===== config.mk =====
export PLATFORM = sky130hd
export DESIGN_NAME = content_type_header_parser_unit_flat
export DESIGN_NICKNAME = d
export VERILOG_FILES = /design/src/design/ctp_pkg.sv /design/src/design/ctp_in_if.sv /design/src/design/ctp_out_if.sv /design/src/design/content_type_header_parser_unit.sv /design/src/design/ctp_classify.sv /design/src/design/ctp_fsm.sv /design/src/flat_wrapper.sv
export VERILOG_INCLUDE_DIRS = /design/src /design/src/design
export SDC_FILE = /design/constraint.sdc
export NUM_CORES = 1
export LEC_CHECK = 0
export ABC_AREA = 1
export BUFFER_PORTS_ARGS = -buffer_cell sky130_fd_sc_hd__clkbuf_2
export CAP_MARGIN = 20
export CORE_ASPECT_RATIO = 2
export CORE_MARGIN = 2
export CORE_UTILIZATION = 30
export CTS_CLUSTER_DIAMETER = 50
export DETAILED_ROUTE_END_ITERATION = 12
export GPL_TIMING_DRIVEN = 1
export PLACE_DENSITY = 0.57
export REMOVE_ABC_BUFFERS = 1
export SYNTH_ARGS = -nofsm -noshare
export SYNTH_HDL_FRONTEND = slang
export SYNTH_SLANG_ARGS = --single-unit

===== constraint.sdc =====
create_clock -name clk -period 2.9 [get_ports clk]
set_input_delay 0.58 -clock clk [delete_from_list [all_inputs] [get_ports clk]]
set_output_delay 0.58 -clock clk [all_outputs]
set_load 0.01 [all_outputs]

===== src/design/content_type_header_parser_unit_defines.svh =====
`ifndef CONTENT_TYPE_HEADER_PARSER_UNIT_DEFINES_SVH
`define CONTENT_TYPE_HEADER_PARSER_UNIT_DEFINES_SVH

// same-cycle implication, checked on clk while out of reset
`define CTP_ASSERT_NOW(lbl, pre, post) \
  lbl: assert property (@(posedge clk) disable iff (!rst_n) (pre) |-> (post)) \
    else $error("ctp: same-cycle check failed");

// next-cycle implication
`define CTP_ASSERT_NEXT(lbl, pre, post) \
  lbl: assert property (@(posedge clk) disable iff (!rst_n) (pre) |=> (post)) \
    else $error("ctp: next-cycle check failed");

`endif


===== src/design/ctp_pkg.sv =====
`timescale 1ns / 1ps

package ctp_pkg;

  localparam logic [7:0] CH_SLASH  = 8'h2F;
  localparam logic [7:0] CH_SEMI   = 8'h3B;
  localparam logic [7:0] CH_EQ     = 8'h3D;
  localparam logic [7:0] CH_QUOTE  = 8'h22;
  localparam logic [7:0] CH_BSLASH = 8'h5C;
  localparam logic [7:0] CH_CR     = 8'h0D;
  localparam logic [7:0] CH_LF     = 8'h0A;
  localparam logic [7:0] CH_STAR   = 8'h2A;
  localparam logic [7:0] CH_SPACE  = 8'h20;
  localparam logic [7:0] CH_DEL    = 8'h7F;

  typedef enum logic [13:0] {
    PH_LEAD     = 14'h0001,
    PH_TYPE     = 14'h0002,
    PH_TYPE_WS  = 14'h0004,
    PH_SUB_LEAD = 14'h0008,
    PH_SUB      = 14'h0010,
    PH_SUB_WS   = 14'h0020,
    PH_PAR_LEAD = 14'h0040,
    PH_KEY      = 14'h0080,
    PH_KEY_WS   = 14'h0100,
    PH_VAL_LEAD = 14'h0200,
    PH_TOKVAL   = 14'h0400,
    PH_QUOTED   = 14'h0800,
    PH_ESC      = 14'h1000,
    PH_VAL_WS   = 14'h2000
  } ctp_phase_t;

  typedef enum logic [2:0] {
    ROLE_SKIP = 3'd0,
    ROLE_TYPE = 3'd1,
    ROLE_SUB  = 3'd2,
    ROLE_KEY  = 3'd3,
    ROLE_VAL  = 3'd4
  } ctp_role_t;

  typedef enum logic [1:0] {
    CLOSE_NONE  = 2'd0,
    CLOSE_MEDIA = 2'd1,
    CLOSE_PARAM = 2'd2
  } ctp_close_t;

  typedef enum logic [1:0] {
    ST_BUSY  = 2'd0,
    ST_OK    = 2'd1,
    ST_MEDIA = 2'd2,
    ST_PARAM = 2'd3
  } ctp_status_t;

  typedef struct packed {
    logic tok;
    logic ws;
    logic slash;
    logic semi;
    logic eq;
    logic quote;
    logic bslash;
    logic crlf;
    logic star;
  } ctp_cls_t;

  typedef struct packed {
    logic [7:0]  och;
    logic        valid;
    ctp_role_t   role;
    ctp_close_t  closes;
    ctp_status_t status;
    logic        final_byte;
  } ctp_res_t;

  function automatic logic [7:0] ctp_lower(input logic [7:0] c);
    logic [7:0] r;
    r = c;
    if (c >= 8'h41 && c <= 8'h5A) begin
      r = c + 8'h20;
    end
    return r;
  endfunction

endpackage


===== src/design/ctp_in_if.sv =====
`timescale 1ns / 1ps

interface ctp_in_if;
  logic       valid;
  logic       ready;
  logic [7:0] in_byte;
  logic       is_last;

  modport source (output valid, output in_byte, output is_last, input ready);
  modport sink (input valid, input in_byte, input is_last, output ready);
endinterface


===== src/design/ctp_out_if.sv =====
`timescale 1ns / 1ps

interface ctp_out_if;
  logic       valid;
  logic       ready;
  logic [7:0] out_char;
  logic       out_valid;
  logic [2:0] char_role;
  logic [1:0] closes_field;
  logic [1:0] parse_status;
  logic       is_final;

  modport source (
    output valid, output out_char, output out_valid, output char_role,
    output closes_field, output parse_status, output is_final, input ready
  );
  modport sink (
    input valid, input out_char, input out_valid, input char_role,
    input closes_field, input parse_status, input is_final, output ready
  );
endinterface


===== src/design/content_type_header_parser_unit.sv =====
`timescale 1ns / 1ps
// Streaming Content-Type parser: takes one header byte per word and returns one
// tagged word per byte (character, role, field-close mark, status), in order.
// A byte passes an input register and then a result register, and a new byte is
// taken every cycle while the result side keeps up; the per-byte phase and sticky
// error are updated by the parse state machine as a byte moves to the result
// register. Status 1 or an error code appears with the byte marked is_last, and the
// next byte starts a fresh header.

`include "content_type_header_parser_unit_defines.svh"

module content_type_header_parser_unit
  import ctp_pkg::*;
(
  input  logic      clk,
  input  logic      rst_n,
  ctp_in_if.sink    in_ch,
  ctp_out_if.source out_ch
);

  logic       in_vld_r, in_vld_nxt;
  logic [7:0] byte_r;
  logic       last_r;
  logic       out_vld_r, out_vld_nxt;
  ctp_res_t   res_r;
  ctp_res_t   res;
  ctp_cls_t   cls;
  logic       advance;
  logic       take;

  assign advance     = in_vld_r && (!out_vld_r || out_ch.ready);
  assign in_ch.ready = !in_vld_r || advance;
  assign take        = in_ch.valid && in_ch.ready;

  always_comb begin
    in_vld_nxt  = take ? 1'b1 : (advance ? 1'b0 : in_vld_r);
    out_vld_nxt = advance ? 1'b1 : (out_ch.ready ? 1'b0 : out_vld_r);
  end

  always_ff @(posedge clk) begin
    if (!rst_n) begin
      in_vld_r  <= 1'b0;
      out_vld_r <= 1'b0;
    end else begin
      in_vld_r  <= in_vld_nxt;
      out_vld_r <= out_vld_nxt;
    end
  end

  always_ff @(posedge clk) begin
    if (take) begin
      byte_r <= in_ch.in_byte;
      last_r <= in_ch.is_last;
    end
    if (advance) begin
      res_r <= res;
    end
  end

  ctp_classify u_classify (
    .byte_i (byte_r),
    .cls_o  (cls)
  );

  ctp_fsm u_fsm (
    .clk    (clk),
    .rst_n  (rst_n),
    .step_i (advance),
    .byte_i (byte_r),
    .last_i (last_r),
    .cls_i  (cls),
    .res_o  (res)
  );

  assign out_ch.valid        = out_vld_r;
  assign out_ch.out_char     = res_r.och;
  assign out_ch.out_valid    = res_r.valid;
  assign out_ch.char_role    = res_r.role;
  assign out_ch.closes_field = res_r.closes;
  assign out_ch.parse_status = res_r.status;
  assign out_ch.is_final     = res_r.final_byte;

  `CTP_ASSERT_NOW(a_stall_means_full, !in_ch.ready, in_vld_r && out_vld_r)
  `CTP_ASSERT_NEXT(a_advance_fills_out, advance, out_vld_r)
  `CTP_ASSERT_NOW(a_error_quiet, out_ch.valid && out_ch.parse_status[1], !out_ch.out_valid && out_ch.closes_field == CLOSE_NONE)
  `CTP_ASSERT_NOW(a_ok_only_last, out_ch.valid && out_ch.parse_status == ST_OK, out_ch.is_final)

endmodule


===== src/design/ctp_classify.sv =====
`timescale 1ns / 1ps

module ctp_classify
  import ctp_pkg::*;
(
  input  logic [7:0] byte_i,
  output ctp_cls_t   cls_o
);

  logic special;

  always_comb begin
    special = byte_i inside {8'h28, 8'h29, 8'h3C, 8'h3E, 8'h40, 8'h2C, CH_SEMI,
                             8'h3A, CH_QUOTE, CH_SLASH, 8'h5B, 8'h5D, 8'h3F,
                             CH_EQ};
    cls_o.tok    = (byte_i > CH_SPACE) && (byte_i < CH_DEL) && !special;
    cls_o.ws     = (byte_i == CH_SPACE) || (byte_i inside {[8'h09:8'h0D]});
    cls_o.slash  = byte_i == CH_SLASH;
    cls_o.semi   = byte_i == CH_SEMI;
    cls_o.eq     = byte_i == CH_EQ;
    cls_o.quote  = byte_i == CH_QUOTE;
    cls_o.bslash = byte_i == CH_BSLASH;
    cls_o.crlf   = (byte_i == CH_CR) || (byte_i == CH_LF);
    cls_o.star   = byte_i == CH_STAR;
  end

endmodule


===== src/design/ctp_fsm.sv =====
`timescale 1ns / 1ps

module ctp_fsm
  import ctp_pkg::*;
(
  input  logic       clk,
  input  logic       rst_n,
  input  logic       step_i,
  input  logic [7:0] byte_i,
  input  logic       last_i,
  input  ctp_cls_t   cls_i,
  output ctp_res_t   res_o
);

  ctp_phase_t  phase_r, phase_nxt, ph;
  ctp_status_t err_r, err_nxt, nerr;
  ctp_role_t   role;
  ctp_close_t  closes;
  logic [7:0]  och;

  always_comb begin
    ph     = phase_r;
    nerr   = ST_BUSY;
    role   = ROLE_SKIP;
    och    = 8'h00;
    closes = CLOSE_NONE;
    err_nxt = err_r;

    if (err_r == ST_BUSY) begin
      case (phase_r)
        PH_LEAD: begin
          if (cls_i.ws) begin
          end else if (cls_i.tok) begin
            role = ROLE_TYPE; och = ctp_lower(byte_i); ph = PH_TYPE;
          end else nerr = ST_MEDIA;
        end
        PH_TYPE: begin
          if (cls_i.tok) begin
            role = ROLE_TYPE; och = ctp_lower(byte_i);
          end else if (cls_i.ws) ph = PH_TYPE_WS;
          else if (cls_i.slash) ph = PH_SUB_LEAD;
          else nerr = ST_MEDIA;
        end
        PH_TYPE_WS: begin
          if (cls_i.ws) begin
          end else if (cls_i.slash) ph = PH_SUB_LEAD;
          else nerr = ST_MEDIA;
        end
        PH_SUB_LEAD: begin
          if (cls_i.ws) begin
          end else if (cls_i.tok) begin
            role = ROLE_SUB; och = ctp_lower(byte_i); ph = PH_SUB;
          end else nerr = ST_MEDIA;
        end
        PH_SUB: begin
          if (cls_i.tok) begin
            role = ROLE_SUB; och = ctp_lower(byte_i);
          end else if (cls_i.ws) ph = PH_SUB_WS;
          else if (cls_i.semi) begin
            closes = CLOSE_MEDIA; ph = PH_PAR_LEAD;
          end else nerr = ST_MEDIA;
        end
        PH_SUB_WS: begin
          if (cls_i.ws) begin
          end else if (cls_i.semi) begin
            closes = CLOSE_MEDIA; ph = PH_PAR_LEAD;
          end else nerr = ST_MEDIA;
        end
        PH_PAR_LEAD, PH_KEY: begin
          if (cls_i.star) nerr = ST_PARAM;
          else if (cls_i.tok) begin
            role = ROLE_KEY; och = ctp_lower(byte_i); ph = PH_KEY;
          end else if (cls_i.ws) begin
            if (phase_r == PH_KEY) ph = PH_KEY_WS;
          end else if (cls_i.eq && phase_r == PH_KEY) ph = PH_VAL_LEAD;
          else nerr = ST_PARAM;
        end
        PH_KEY_WS: begin
          if (cls_i.ws) begin
          end else if (cls_i.eq) ph = PH_VAL_LEAD;
          else nerr = ST_PARAM;
        end
        PH_VAL_LEAD: begin
          if (cls_i.ws) begin
          end else if (cls_i.quote) ph = PH_QUOTED;
          else if (cls_i.tok) begin
            role = ROLE_VAL; och = byte_i; ph = PH_TOKVAL;
          end else nerr = ST_PARAM;
        end
        PH_TOKVAL: begin
          if (cls_i.tok) begin
            role = ROLE_VAL; och = byte_i;
          end else if (cls_i.ws) ph = PH_VAL_WS;
          else if (cls_i.semi) begin
            closes = CLOSE_PARAM; ph = PH_PAR_LEAD;
          end else nerr = ST_PARAM;
        end
        PH_QUOTED: begin
          if (cls_i.quote) ph = PH_VAL_WS;
          else if (cls_i.bslash) ph = PH_ESC;
          else if (cls_i.crlf) nerr = ST_PARAM;
          else begin
            role = ROLE_VAL; och = byte_i;
          end
        end
        PH_ESC: begin
          if (cls_i.crlf) nerr = ST_PARAM;
          else begin
            role = ROLE_VAL; och = byte_i; ph = PH_QUOTED;
          end
        end
        PH_VAL_WS: begin
          if (cls_i.ws) begin
          end else if (cls_i.semi) begin
            closes = CLOSE_PARAM; ph = PH_PAR_LEAD;
          end else nerr = ST_PARAM;
        end
        default: nerr = ST_PARAM;
      endcase
      if (nerr != ST_BUSY) begin
        err_nxt = nerr;
        role = ROLE_SKIP; och = 8'h00; closes = CLOSE_NONE;
      end
    end

    if (err_nxt == ST_BUSY && last_i) begin
      if (ph == PH_SUB || ph == PH_SUB_WS) closes = CLOSE_MEDIA;
      else if (ph == PH_TOKVAL || ph == PH_VAL_WS) closes = CLOSE_PARAM;
      else if (ph inside {PH_LEAD, PH_TYPE, PH_TYPE_WS, PH_SUB_LEAD}) err_nxt = ST_MEDIA;
      else if (ph != PH_PAR_LEAD) err_nxt = ST_PARAM;
      if (err_nxt != ST_BUSY) begin
        role = ROLE_SKIP; och = 8'h00; closes = CLOSE_NONE;
      end
    end

    res_o.och        = och;
    res_o.valid      = role != ROLE_SKIP;
    res_o.role       = role;
    res_o.closes     = closes;
    res_o.status     = (err_nxt != ST_BUSY) ? err_nxt : (last_i ? ST_OK : ST_BUSY);
    res_o.final_byte = last_i;

    phase_nxt = last_i ? PH_LEAD : ph;
  end

  // restart on the word after the last byte
  always_ff @(posedge clk) begin
    if (!rst_n) begin
      phase_r <= PH_LEAD;
      err_r   <= ST_BUSY;
    end else if (step_i) begin
      phase_r <= phase_nxt;
      err_r   <= last_i ? ST_BUSY : err_nxt;
    end
  end

endmodule

===== src/flat_wrapper.sv =====
// flat-port wrapper written by rule: the top's interface ports become plain ports
module content_type_header_parser_unit_flat import ctp_pkg::*;
  (clk, rst_n, in_ch_valid, in_ch_in_byte, in_ch_is_last, in_ch_ready, out_ch_valid, out_ch_out_char, out_ch_out_valid, out_ch_char_role, out_ch_closes_field, out_ch_parse_status, out_ch_is_final, out_ch_ready);
  ctp_in_if in_ch_i ();
  ctp_out_if out_ch_i ();
  input  logic clk;
  input  logic rst_n;
  input wire logic [$bits(in_ch_i.valid)-1:0] in_ch_valid;
  input wire logic [$bits(in_ch_i.in_byte)-1:0] in_ch_in_byte;
  input wire logic [$bits(in_ch_i.is_last)-1:0] in_ch_is_last;
  output wire logic [$bits(in_ch_i.ready)-1:0] in_ch_ready;
  output wire logic [$bits(out_ch_i.valid)-1:0] out_ch_valid;
  output wire logic [$bits(out_ch_i.out_char)-1:0] out_ch_out_char;
  output wire logic [$bits(out_ch_i.out_valid)-1:0] out_ch_out_valid;
  output wire logic [$bits(out_ch_i.char_role)-1:0] out_ch_char_role;
  output wire logic [$bits(out_ch_i.closes_field)-1:0] out_ch_closes_field;
  output wire logic [$bits(out_ch_i.parse_status)-1:0] out_ch_parse_status;
  output wire logic [$bits(out_ch_i.is_final)-1:0] out_ch_is_final;
  input wire logic [$bits(out_ch_i.ready)-1:0] out_ch_ready;
  assign in_ch_i.valid = in_ch_valid;
  assign in_ch_i.in_byte = in_ch_in_byte;
  assign in_ch_i.is_last = in_ch_is_last;
  assign in_ch_ready = in_ch_i.ready;
  assign out_ch_valid = out_ch_i.valid;
  assign out_ch_out_char = out_ch_i.out_char;
  assign out_ch_out_valid = out_ch_i.out_valid;
  assign out_ch_char_role = out_ch_i.char_role;
  assign out_ch_closes_field = out_ch_i.closes_field;
  assign out_ch_parse_status = out_ch_i.parse_status;
  assign out_ch_is_final = out_ch_i.is_final;
  assign out_ch_i.ready = out_ch_ready;
  content_type_header_parser_unit u_core (.clk(clk), .rst_n(rst_n), .in_ch(in_ch_i), .out_ch(out_ch_i));
endmodule

==> results of run 1 <==
[cell usage after synthesis]
cell and instances:
nor3_2 1, clkbuf_1 3, o31ai_1 2, nand3_1 59, inv_2 7, nand3_2 4
buf_6 2, dfxtp_1 18, nand3_4 1, nor2_8 2, buf_2 4, a21oi_2 4
a21o_1 1, a211oi_1 2, o21ai_0 25, ha_1 2, o21ai_2 1, a22oi_1 1
a21oi_1 33, nand2_1 192, nor2_4 7, nor2_1 84, o211ai_1 2, nand4_1 10
nand2_4 8, o2111ai_1 1, nor2_2 15, nand2_2 11, buf_4 2, o21ai_1 4
buf_8 1, a21boi_1 1, a221oi_1 1, inv_1 68, a41oi_1 3, clkinv_1 2
nor3_1 13, a22o_1 1, nand3b_1 2, o21bai_1 3, edfxtp_1 26
[power groups by stage]
stage | Combinational [mW] | Clock [mW] | Sequential (mW)
6_report | 0.830 | 0.675 | 0.718
5_1_grt | 0.893 | 0.707 | 0.720
4_1_cts | 0.766 | 0.690 | 0.718
3_5_place_dp | 0.672 | 0 | 0.730
3_3_place_gp | 0.669 | 0 | 0.729
2_1_floorplan | 0.343 | 0 | 0.738
[cell type report]
type / count / share of cell area (%)
Sequential cell: 44 / 18.5
Timing Repair Buffer: 203 / 24.5
Tap cell: 152 / 3.08
Clock inverter: 3 / 0.770
Clock buffer: 5 / 2.03
Multi-Input combinational cell: 498 / 46.4
Inverter: 77 / 4.76
[worst max-delay path: stages (launching register included)]
cell and delay (ps):
edfxtp_1 440, buf_4 180, inv_2 60, nand2_1 110, o21ai_1 170, nand2_4 80
nor2_4 210, buf_12 140, nand3_4 130, nand2_2 80, nand2_1 50, nand2_1 70
nand3_1 80, nand2_1 80, nand2_2 60, nor2_2 100, nand2_2 120, buf_4 170
nor2_4 120, nand3_2 90, o2111ai_1 160, o31ai_4 120
[metal layers]
| metal | vias up | track usage [%] |
|---|---|---|
| met1 | 2286 | 20.5 |
| met4 | 0 | 20.6 |
| li1 | 2453 | - |
| met5 | - | 0 |
| met2 | 156 | 47.8 |
| met3 | 84 | 2.39 |
[cells by family after synthesis]
family	synth area share [%]
and+or+nand+nor	48.4
buffers and inverters	9.44
AOI/OAI and AO/OA	12.6
DFF	28.9
adders and majority gates	0.634
[worst paths after layout]
path	from	end	slack [ps]	cells after the start
max reg2reg	u_core.byte_r[7]	u_core.out_ch.closes_field[0]	-180	21
max	u_core.byte_r[7]	u_core.out_ch.closes_field[0]	-180	21
min reg2reg	u_core.u_fsm.err_r[0]	u_core.u_fsm.err_r[0]	500	2
min	in_ch_is_last	u_core.last_r	460	1
[repair_timing]
item / in CTS / in global routing
setup endpoints to repair: 16 / 16
buffers inserted: 21 / 3
gates cloned: 2 / 0
gates resized for setup: 81 / 26
pin swaps: 30 / 11
hold endpoints to repair: 0 / 0
[flip-flops by register name, indices dropped and copies added, names as in the netlist, 2 cells and up]
register and cells:
u_core.out_ch.out_char 8, u_core.out_ch.parse_status 2, u_core.u_fsm.err_r 2, u_core.u_fsm.phase_r 14, u_core.byte_r 8, u_core.out_ch.char_role 3, u_core.out_ch.closes_field 2
[stage by stage]
stage	setup TNS, ps	power, mW	setup slack (ps)
6_report	-1940	2.22	-177
5_1_grt	-4270	2.32	-316
4_1_cts	-556	2.17	-66.0
3_5_place_dp	-4110	1.40	-382
3_3_place_gp	-3610	1.40	-337
2_1_floorplan	0	1.08	137
==> summary.md, run 1 <==
| Metric | Value |
|---|---|
| Status | finished with violations |
| Failing checks | negative setup slack |
| Cts hold-fix bufs | 0 |
| CTS Buf Count | 5 |
| Initial antenna violation count | 0 |
| Die outline width | 85.1 µm |
| Routed wire length | 17000 µm |
| Setup WS post-layout | -177 ps |
| Fin. Hold Viols | 0 |
| Register area | 1140 µm² |
| Die H | 166 µm |
| Clk sinks | 44 |
| Crit path max fanout | 5 |
| Multi-input gate area | 2870 µm² |
| Commonest non-fill, non-tap cell in the layout | nand2_1 |
| Maximum number of pins on one net before global-route repair | 30 |
| Ys Warns | 0 |
| Met3 wire length | 467 µm |
| PD cells | 360 nW/µm² |
| Final number of setup-violating endpoints | 15 |
| DP Area | 5360 µm² |
| Io pins | 32 |
| Yosys cell types | 41 |
| Starting Density | 30.6% |
| Routability cong. | 0.991 |
| P&R area growth vs syn | 56.4% |
| Commonest non-fill, non-tap cells in the layout | 176 x nand2_1, 161 x buf_4, 69 x nor2_1 |
| Final HPWL DP | 13600 µm |
| Final min period | 3080 ps |
| CTS root buf | clkbuf_16 |
| H-tree Lvls | 2 |
| Max Slew Vio Count | 0 |
| I/O Buffers | 31 |
| NetSw | 0.774 mW |
| Final non-filler cell total | between 900 and 1000 |
| Detailed-route via count | 4979 |
| Slew @ Worst Pin | 551 ps |
| Cell row count | 59 |
| Final core utilization | a little under half |
| Syn avg cell area | 6.28 µm² |
| Via density | 5.07 |
| Cell Area, Synth | slightly below 4000 µm² |
| Final Cell Area | between 6000 and 7000 µm² |
| Fraction of layout cells with a size suffix above 1 | 40.0% |
| Min-delay worst type | primary input to register |
| Clock transition at the registers of the reported paths | 70 ps |
| CP arrival | 3110 ps |
| Fmax | 325 MHz |
| Global route overflow | 0 |
| Fin Hold WS | 458 ps |
| CTS tree | yes |
| Top post-synthesis cells by area | edfxtp_1 20%, nand2_1 18%, dfxtp_1 9.1% |
| DRT antenna net count | 0 |
| Pint | about 1.4 mW |
| Final #Nets | roughly 840 |
| Drc violations | 0 |
| First-pass GRT wire length | between 20000 and 30000 µm |
| Post-synth top area cell | edfxtp_1 |
| Placed cells | 949 |
| Post-synth top area share | about a fifth |
| Clk pwr share | 30.4% |
| Period utilization | 106% |
| Fraction of power spent switching nets | around a third |
| Crit path required time | 2940 ps |
| Vias in the first global route | 5112 |
| Gr usage total | 24.4% |
| Combinational Power Share | 37.4% |
| Fin Clk Skew | 10.4 ps |
| Antenna diodes | 0 |
| 1st-pass router iterations | 4 |
| Skew-Pair Late Insertion Delay | 300 ps |
| Max_cap viols | 0 |
| Cells after Synth | 629 |
| Worst setup SP type | register |
| Reg power frac | ~32% |
| Met2 wire len | 9630 µm |
| Wire length on met1 | 5250 µm |
| Unrepaired setup endpoints after global routing | true |
| FILL cells | 1300 |
| Avg WL per Cell | 17.4 µm |
| DR iter-0 viols | 262 |
| Highest routed layer | met4 |
| Seq/Total Area, Yosys | 28.9% |
| Max Buffers Root-to-Sink | 2 |
| Crit path capture type | register |
| Worst relative slew slack | 63.0% |
| FF+latch count, synth | 44 |
| P_leak | 3.19 nW |
| Core area | 12900 µm² |
| VDD IR max | 0.293 mV |
| Kind of critical path | register to register |
| Die area | 14200 µm² |
Note: power is estimated with default switching activity, not from simulation.
==> run 2, diff against run 1 <==
--- a/config.mk
+++ b/config.mk
@@ -9,7 +9,7 @@
 export ABC_AREA = 1
 export BUFFER_PORTS_ARGS = -buffer_cell sky130_fd_sc_hd__clkbuf_2
 export CAP_MARGIN = 20
-export CORE_ASPECT_RATIO = 2
+export CORE_ASPECT_RATIO = 0.75
 export CORE_MARGIN = 2
 export CORE_UTILIZATION = 30
 export CTS_CLUSTER_DIAMETER = 50
@@ -17,6 +17,7 @@
 export GPL_TIMING_DRIVEN = 1
 export PLACE_DENSITY = 0.57
 export REMOVE_ABC_BUFFERS = 1
+export SETUP_SLACK_MARGIN = 0.3
 export SYNTH_ARGS = -nofsm -noshare
 export SYNTH_HDL_FRONTEND = slang
 export SYNTH_SLANG_ARGS = --single-unit
==> run 2 against run 1 <==
Effect of this change: the flow still finishes with violations (negative setup slack); global-route usage decreased by 3.3 points; sequential power about the same; final area decreased by 1.5%.
==> summary.md, run 2 (synthesis gave the netlist of run 1 again) <==
| Metric | Value |
|---|---|
| Max Slew Vio Count | 0 (unchanged) |
| H-tree Lvls | 2 (unchanged) |
| Fmax | 324 MHz (was 325 MHz) |
| Cell row count | 36 (was 59) |
| Skew-Pair Late Insertion Delay | 290 ps (was 300 ps) |
| Multi-input gate area | 2950 µm² (was 2870 µm²) |
| CP arrival | 3140 ps (was 3110 ps) |
| Routed wire length | 15300 µm (was 17000 µm) |
| CTS Buf Count | 5 (unchanged) |
| Final setup TNS | -2120 ps (was -1940 ps) |
| Die H | 103 µm (was 166 µm) |
| Max_cap viols | 0 (unchanged) |
| P_leak | 3.04 nW (was 3.19 nW) |
| Slew @ Worst Pin | 744 ps (was 551 ps) |
| VDD IR max | 0.250 mV (was 0.293 mV) |
| Starting Density | 30.5% (was 30.6%) |
| Antenna diodes | 0 (unchanged) |
| Hold Crit Depth | 1 (unchanged) |
| Final non-filler cell total | 968 (was 982) |
| Fraction of layout cells with a size suffix above 1 | 42.2% (was 40.0%) |
| Initial antenna violation count | 0 (unchanged) |
| Core area | 12900 µm² (about the same) |
| Crit path required time | 2950 ps (was 2940 ps) |
| Period utilization | 107% (was 106%) |
| PD cells | 375 nW/µm² (was 360 nW/µm²) |
| Fin Hold WS | 455 ps (was 458 ps) |
| Die outline width | 136 µm (was 85.1 µm) |
| Register area | 1150 µm² (was 1140 µm²) |
| DRT antenna net count | 0 (unchanged) |
| CTS root buf | clkbuf_16 (unchanged) |
| Detailed-route via count | 4869 (was 4979) |
| Fin Clk Skew | 8.77 ps (was 10.4 ps) |
| Final Cell Area | 6090 µm² (was 6180 µm²) |
| Max Buffers Root-to-Sink | 2 (unchanged) |
| Min-delay worst type | primary input to register (unchanged) |
| Crit path capture type | register (unchanged) |
| Clk sinks | 44 (unchanged) |
| Commonest non-fill, non-tap cell in the layout | nand2_1 (unchanged) |
| Setup WS post-layout | -190 ps (was -177 ps) |
| Reg2reg path depth | 21 (unchanged) |
| Post-place setup slack | -169 ps (was -382 ps) |
| Vias in the first global route | 4489 (was 5112) |
| Global route overflow | 0 (unchanged) |
| Via density | 5.03 (was 5.07) |
| Largest Register | u_core.u_fsm.phase_r (unchanged) |
| DR iter-0 viols | 367 (was 262) |
| Clock transition at the registers of the reported paths | 70 ps (about the same) |
| CTS tree | yes (unchanged) |
| Unrepaired setup endpoints after global routing | true (unchanged) |
| First-pass GRT wire length | 23100 µm (was 26400 µm) |
| Cts hold-fix bufs | 0 (unchanged) |
| Worst setup SP type | register (unchanged) |
| 1st-pass router iterations | 5 (was 4) |
| DP Area | 4980 µm² (was 5360 µm²) |
| Routability cong. | 1.01 (was 0.991) |
| Final number of setup-violating endpoints | 15 (unchanged) |
| Kind of critical path | register to register (unchanged) |
| Fin. Hold Viols | 0 (unchanged) |
| P&R area growth vs syn | 54.1% (was 56.4%) |
| Final #Nets | 811 (was 844) |
| Die area | 14100 µm² (was 14200 µm²) |
| FILL cells | 1259 (was 1300) |
| Io pins | 32 (unchanged) |
| Maximum number of pins on one net before global-route repair | 30 (unchanged) |
| Avg WL per Cell | 15.8 µm (was 17.4 µm) |
| Status | finished with violations (unchanged) |
| Drc violations | 0 (unchanged) |
| Crit path max fanout | 7 (was 5) |
| Max FFs per register | 14 (unchanged) |
| Overall Power | 2.28 mW (was 2.22 mW) |
| Final HPWL DP | 11300 µm (was 13600 µm) |
| Worst relative slew slack | 50.2% (was 63.0%) |
| Placed cells | 913 (was 949) |
| Gr usage total | 21.1% (was 24.4%) |
| Failing checks | negative setup slack (unchanged) |
| Final core utilization | 47.1% (was 47.8%) |
| Commonest non-fill, non-tap cells in the layout | 167 x nand2_1, 120 x buf_4, 63 x nor2_1 (was 176 x nand2_1, 161 x buf_4, 69 x nor2_1) |
| I/O Buffers | 31 (unchanged) |
| Final min period | 3090 ps (was 3080 ps) |
run 2: layer usage:
metal | vias to the layer above | part of all wire, % | track usage, % | routed length, µm
met5 | - | 0 | 0 | 0
met4 | 0 | 1.1 | 3.85 | 174
met2 | 203 | 44 | 31.8 | 6680
met1 | 2259 | 47 | 30.5 | 7190
li1 | 2384 | - | - | -
met3 | 23 | 8.1 | 5.36 | 1250
run 2: worst max-delay path, stage by stage, from the launching register on:
cell and delay [ps]:
edfxtp_1 470, inv_2 120, ha_4 130, nand2_2 50
nor2_2 130, nand2_2 100, nand2_4 100, buf_6 100
clkinvlp_4 200, nand3_2 160, nand3_2 80, nand3_2 90
nand2_2 70, a21oi_4 190, nand3_4 130, nor2_4 140
nand3_1 120, nand3_2 120, nand2_4 70, nand2_8 100
buf_6 110, nand2_2 30
run 2: cell type report:
class                           count  share of cell area [%]
Multi-Input combinational cell    497                    48.4
Tap cell                          171                    3.52
Clock buffer                        6                    2.28
Sequential cell                    44                    18.8
Timing Repair Buffer              171                    21.5
Inverter                           77                    4.85
Clock inverter                      2                   0.637
run 2: power breakdown:
part	internal (mW)	total [mW]	switching (mW)
registers	0.697	0.720	0.0233
clock network	0.432	0.699	0.267
logic	0.352	0.860	0.508
run 2: worst paths after layout:
| check | slack (ps) | end | startpoint |
|---|---|---|---|
| setup / recovery | -190 | u_core.out_ch.parse_status[1] | u_core.byte_r[6] |
| hold reg to reg | 500 | u_core.u_fsm.err_r[0] | u_core.u_fsm.err_r[0] |
| setup reg to reg | -190 | u_core.out_ch.parse_status[1] | u_core.byte_r[6] |
| hold / removal | 450 | u_core.byte_r[5] | in_ch_in_byte[5] |
run 2: what timing repair did:
action | in CTS | in global routing
setup buffers | 24 | 22
cloned | 1 | 0
gates resized for setup | 51 | 104
pin swaps | 36 | 44
endpoints found under the setup margin | 16 | 21
==> run 3, diff against run 2 <==
--- a/config.mk
+++ b/config.mk
@@ -6,7 +6,7 @@
 export SDC_FILE = /design/constraint.sdc
 export NUM_CORES = 1
 export LEC_CHECK = 0
-export ABC_AREA = 1
+export ABC_AREA = 0
 export BUFFER_PORTS_ARGS = -buffer_cell sky130_fd_sc_hd__clkbuf_2
 export CAP_MARGIN = 20
 export CORE_ASPECT_RATIO = 0.75
==> run 3 against run 2 <==
Effect of this change: the flow still finishes with violations (negative setup slack); register-to-register slack lost 500 ps; largest cell class unchanged; sequential power shrank 3%; fmax shrank 14%; global-route usage grew 4.1 points; largest power group is now registers; first-iteration DRC count grew 25%; critical path depth shrank 8.
==> summary.md, run 3 <==
| Metric | Value |
|---|---|
| Max_cap viols | 0 (unchanged) |
| Maximum number of pins on one net before global-route repair | 19 (was 30) |
| FILL cells | 1076 (was 1259) |
| PD cells | 273 nW/µm² (was 375 nW/µm²) |
| Global route overflow | 0 (unchanged) |
| Cells after Synth | 455 (was 629) |
| Wire length on met1 | 7950 µm (was 7190 µm) |
| Post-synth top area cell | edfxtp_1 (unchanged) |
| Die H | 101 µm (was 103 µm) |
| First-pass GRT wire length | 26000 µm (was 23100 µm) |
| Yosys cell types | 76 (was 41) |
| Largest family of logic cells by synthesized area | simple AND/OR/NAND/NOR gates (unchanged) |
| CTS Buf Count | 5 (unchanged) |
| Synth Flop Type | edfxtp_1 (unchanged) |
| Min-delay worst type | primary input to register (unchanged) |
| H-tree Lvls | 2 (unchanged) |
| Hold Crit Depth | 1 (unchanged) |
| Post-synthesis mux area share | 0% (unchanged) |
| Adder-cell share of the synthesized area | 0.666% (was 0.634%) |
| Avg WL per Cell | 19.9 µm (was 15.8 µm) |
| Worst R2R Setup Slack | -690 ps (was -190 ps) |
| Count leader, synth | nand2_1 (unchanged) |
| Unrepaired setup endpoints after global routing | true (unchanged) |
| Drc violations | 0 (unchanged) |
| Crit path max fanout | 12 (was 7) |
| Post-Synth XOR/XNOR Area | 2.80% (was 0%) |
| P_leak | 2.83 nW (was 3.04 nW) |
| Met2 wire len | 7570 µm (was 6680 µm) |
| Commonest non-fill, non-tap cell in the layout | buf_4 (was nand2_1) |
| Final setup TNS | -11220 ps (was -2120 ps) |
| Largest Register | u_core.u_fsm.phase_r (unchanged) |
| Vias in the first global route | 4638 (was 4489) |
| Final number of setup-violating endpoints | 26 (was 15) |
| Status | finished with violations (unchanged) |
| Max Buffers Root-to-Sink | 2 (unchanged) |
| Met3 wire length | 1360 µm (was 1250 µm) |
| Skew-Pair Late Insertion Delay | 300 ps (was 290 ps) |
| DR iter-0 viols | 457 (was 367) |
| Via density | 5.55 (was 5.03) |
| Failing checks | negative setup slack (unchanged) |
| Kind of critical path | register to register (unchanged) |
| Multi-input gate area | 3230 µm² (was 2950 µm²) |
| Ys Warns | 0 (unchanged) |
| Die area | 13400 µm² (was 14100 µm²) |
| Fin. Hold Viols | 0 (unchanged) |
| Clk sinks | 44 (unchanged) |
| Antenna diodes | 0 (unchanged) |
| CP arrival | 3730 ps (was 3140 ps) |
| Max Slew Vio Count | 0 (unchanged) |
| Syn avg cell area | 8.26 µm² (was 6.28 µm²) |
| Cell Area, Synth | 3760 µm² (was 3950 µm²) |
| 1st-pass router iterations | 5 (unchanged) |
| Final min period | 3590 ps (was 3090 ps) |
| Routed wire length | 17100 µm (was 15300 µm) |
| Period utilization | 124% (was 107%) |
| Cell row count | 35 (was 36) |
| Post-synth top area share | 20.8% (was 19.8%) |
| Slew @ Worst Pin | 558 ps (was 744 ps) |
| Async S/R FF share, synth | 0% (unchanged) |
| Io pins | 32 (unchanged) |
| Simple-gate area share of the yosys netlist | 34.6% (was 48.4%) |
| Core area | 12300 µm² (was 12900 µm²) |
| Gr usage total | 25.2% (was 21.1%) |
| Synth cell count leaders | 42 x nand2_1, 30 x nor2_1, 29 x a21oi_1, 26 x edfxtp_1, 21 x clkbuf_1 (was 192 x nand2_1, 84 x nor2_1, 68 x inv_1, 59 x nand3_1, 33 x a21oi_1) |
| Fin Clk Skew | 11.0 ps (was 8.77 ps) |
| DRT antenna net count | 0 (unchanged) |
| Detailed-route via count | 4781 (was 4869) |
| Die outline width | 133 µm (was 136 µm) |
| Fmax | 278 MHz (was 324 MHz) |
| Post-synth EDFFs | 26 (unchanged) |
| Synth Area in Compound Gates | 26.1% (was 12.6%) |
| Setup WS post-layout | -693 ps (was -190 ps) |
| I/O Buffers | 31 (unchanged) |
| Highest routed layer | met4 (unchanged) |
| Starting Density | 30.6% (was 30.5%) |
| CTS root buf | clkbuf_16 (unchanged) |
| Crit path required time | 3030 ps (was 2950 ps) |
| Fraction of layout cells with a size suffix above 1 | 59.8% (was 42.2%) |
| Reg2reg path depth | 13 (was 21) |
| VDD IR max | 0.231 mV (was 0.250 mV) |
| Worst relative slew slack | 62.5% (was 50.2%) |
| Clock transition at the registers of the reported paths | 70 ps (about the same) |
| Initial antenna violation count | 0 (unchanged) |
| Final HPWL DP | 12700 µm (was 11300 µm) |
| Final #Nets | 710 (was 811) |
| FF+latch count, synth | 44 (unchanged) |
| Max FFs per register | 14 (unchanged) |
| Commonest non-fill, non-tap cells in the layout | 187 x buf_4, 49 x buf_6, 38 x nand2_1 (was 167 x nand2_1, 120 x buf_4, 63 x nor2_1) |
| Routability cong. | 0.998 (was 1.01) |
| Fin Hold WS | 453 ps (was 455 ps) |
| Register area | 1150 µm² (about the same) |
| Top post-synthesis cells by area | edfxtp_1 21%, dfxtp_1 9.6%, nand2_1 4.2% (was edfxtp_1 20%, nand2_1 18%, dfxtp_1 9.1%) |
| Crit path capture type | register (unchanged) |
| Worst setup SP type | register (unchanged) |
| Seq/Total Area, Yosys | 30.4% (was 28.9%) |
| P&R area growth vs syn | 85.1% (was 54.1%) |
| CTS tree | yes (unchanged) |
-- run 3: cell types whose count changed after synthesis, moves of 8 or more --
| cell | delta |
|---|---|
| nand2_1 | -150 |
| inv_1 | -61 |
| nor2_1 | -54 |
| nand3_1 | -39 |
| nor2b_1 | +19 |
| clkbuf_1 | +18 |
| nor2_2 | -15 |
| nor4_1 | +12 |
| a22oi_1 | +11 |
| nand2_2 | -11 |
| and2_1 | +8 |
| nand2_4 | -8 |
-- run 3: what timing repair did --
action                     CTS  global route
gates resized for setup    143            66
pin swaps                   40            29
hold buffers                 0             0
cloned                       0             0
setup endpoints to repair   32            32
buffers inserted            38            22
-- run 3: final timing paths --
| kind | startpoint | endpoint |
|---|---|---|
| min | in_ch_in_byte[4] | u_core.byte_r[4] |
| max reg2reg | u_core.u_fsm.phase_r[5] | u_core.out_ch.out_char[7] |
| min reg2reg | u_core.in_vld_r | u_core.out_ch.valid |
| max | u_core.u_fsm.phase_r[5] | u_core.out_ch.out_char[7] |
-- run 3: power breakdown --
part	switching, mW	internal (mW)
registers	0.0166	0.684
logic	0.264	0.265
clock network	0.265	0.406
-- run 3: logic make-up (layout without fill, tap and decap cells) --
group                      count (synthesis)  after routing
adders and majority gates                  2              2
AOI/OAI and AO/OA                        135            135
buffers and inverters                     44            285
and+or+nand+nor                          218            218
xor gates and xnor gates                  12             12
DFF                                       44             44
-- run 3: final cells by class --
cell class | instances | share of cell area (%)
multi-input combinational | 367 | 46.5
timing repair buffer | 270 | 31.2
sequential | 44 | 16.5
tap | 166 | 2.99
clock buffer | 5 | 1.80
clock inverter | 3 | 0.612
inverter | 7 | 0.378
-- run 3: worst max-delay path: stages (launching register included) --
cell       delay, ps
dfxtp_4          360
or4_4            620
nor3_4           220
o2111ai_2        160
nor4bb_4         220
buf_12           140
nor4_4           230
buf_4            180
a41oi_4          140
or2_4            320
a2111oi_4        310
o21ai_2          130
buf_12           160
a211oi_2         220
-- run 3: stage by stage --
step / setup slack [ps] / instances / util (%) / total power, mW / instance area [µm²]
2_1_floorplan: -792 / 418 / - / 0.876 / 3580
5_1_grt: -823 / 862 / 56.7 / 1.96 / 6950
4_1_cts: -562 / 840 / 52.5 / 1.83 / 6430
3_3_place_gp: -887 / 794 / 43.2 / 1.07 / 5300
6_report: -693 / 862 / 56.7 / 1.90 / 6950
3_5_place_dp: -959 / 794 / 43.2 / 1.07 / 5300
-- run 3: routing by layer --
layer,vias to the layer above,global-route usage [%]
li1,2233,-
met1,2328,36.4
met2,195,39.3
met3,25,4.63
met4,0,5.56
met5,-,0
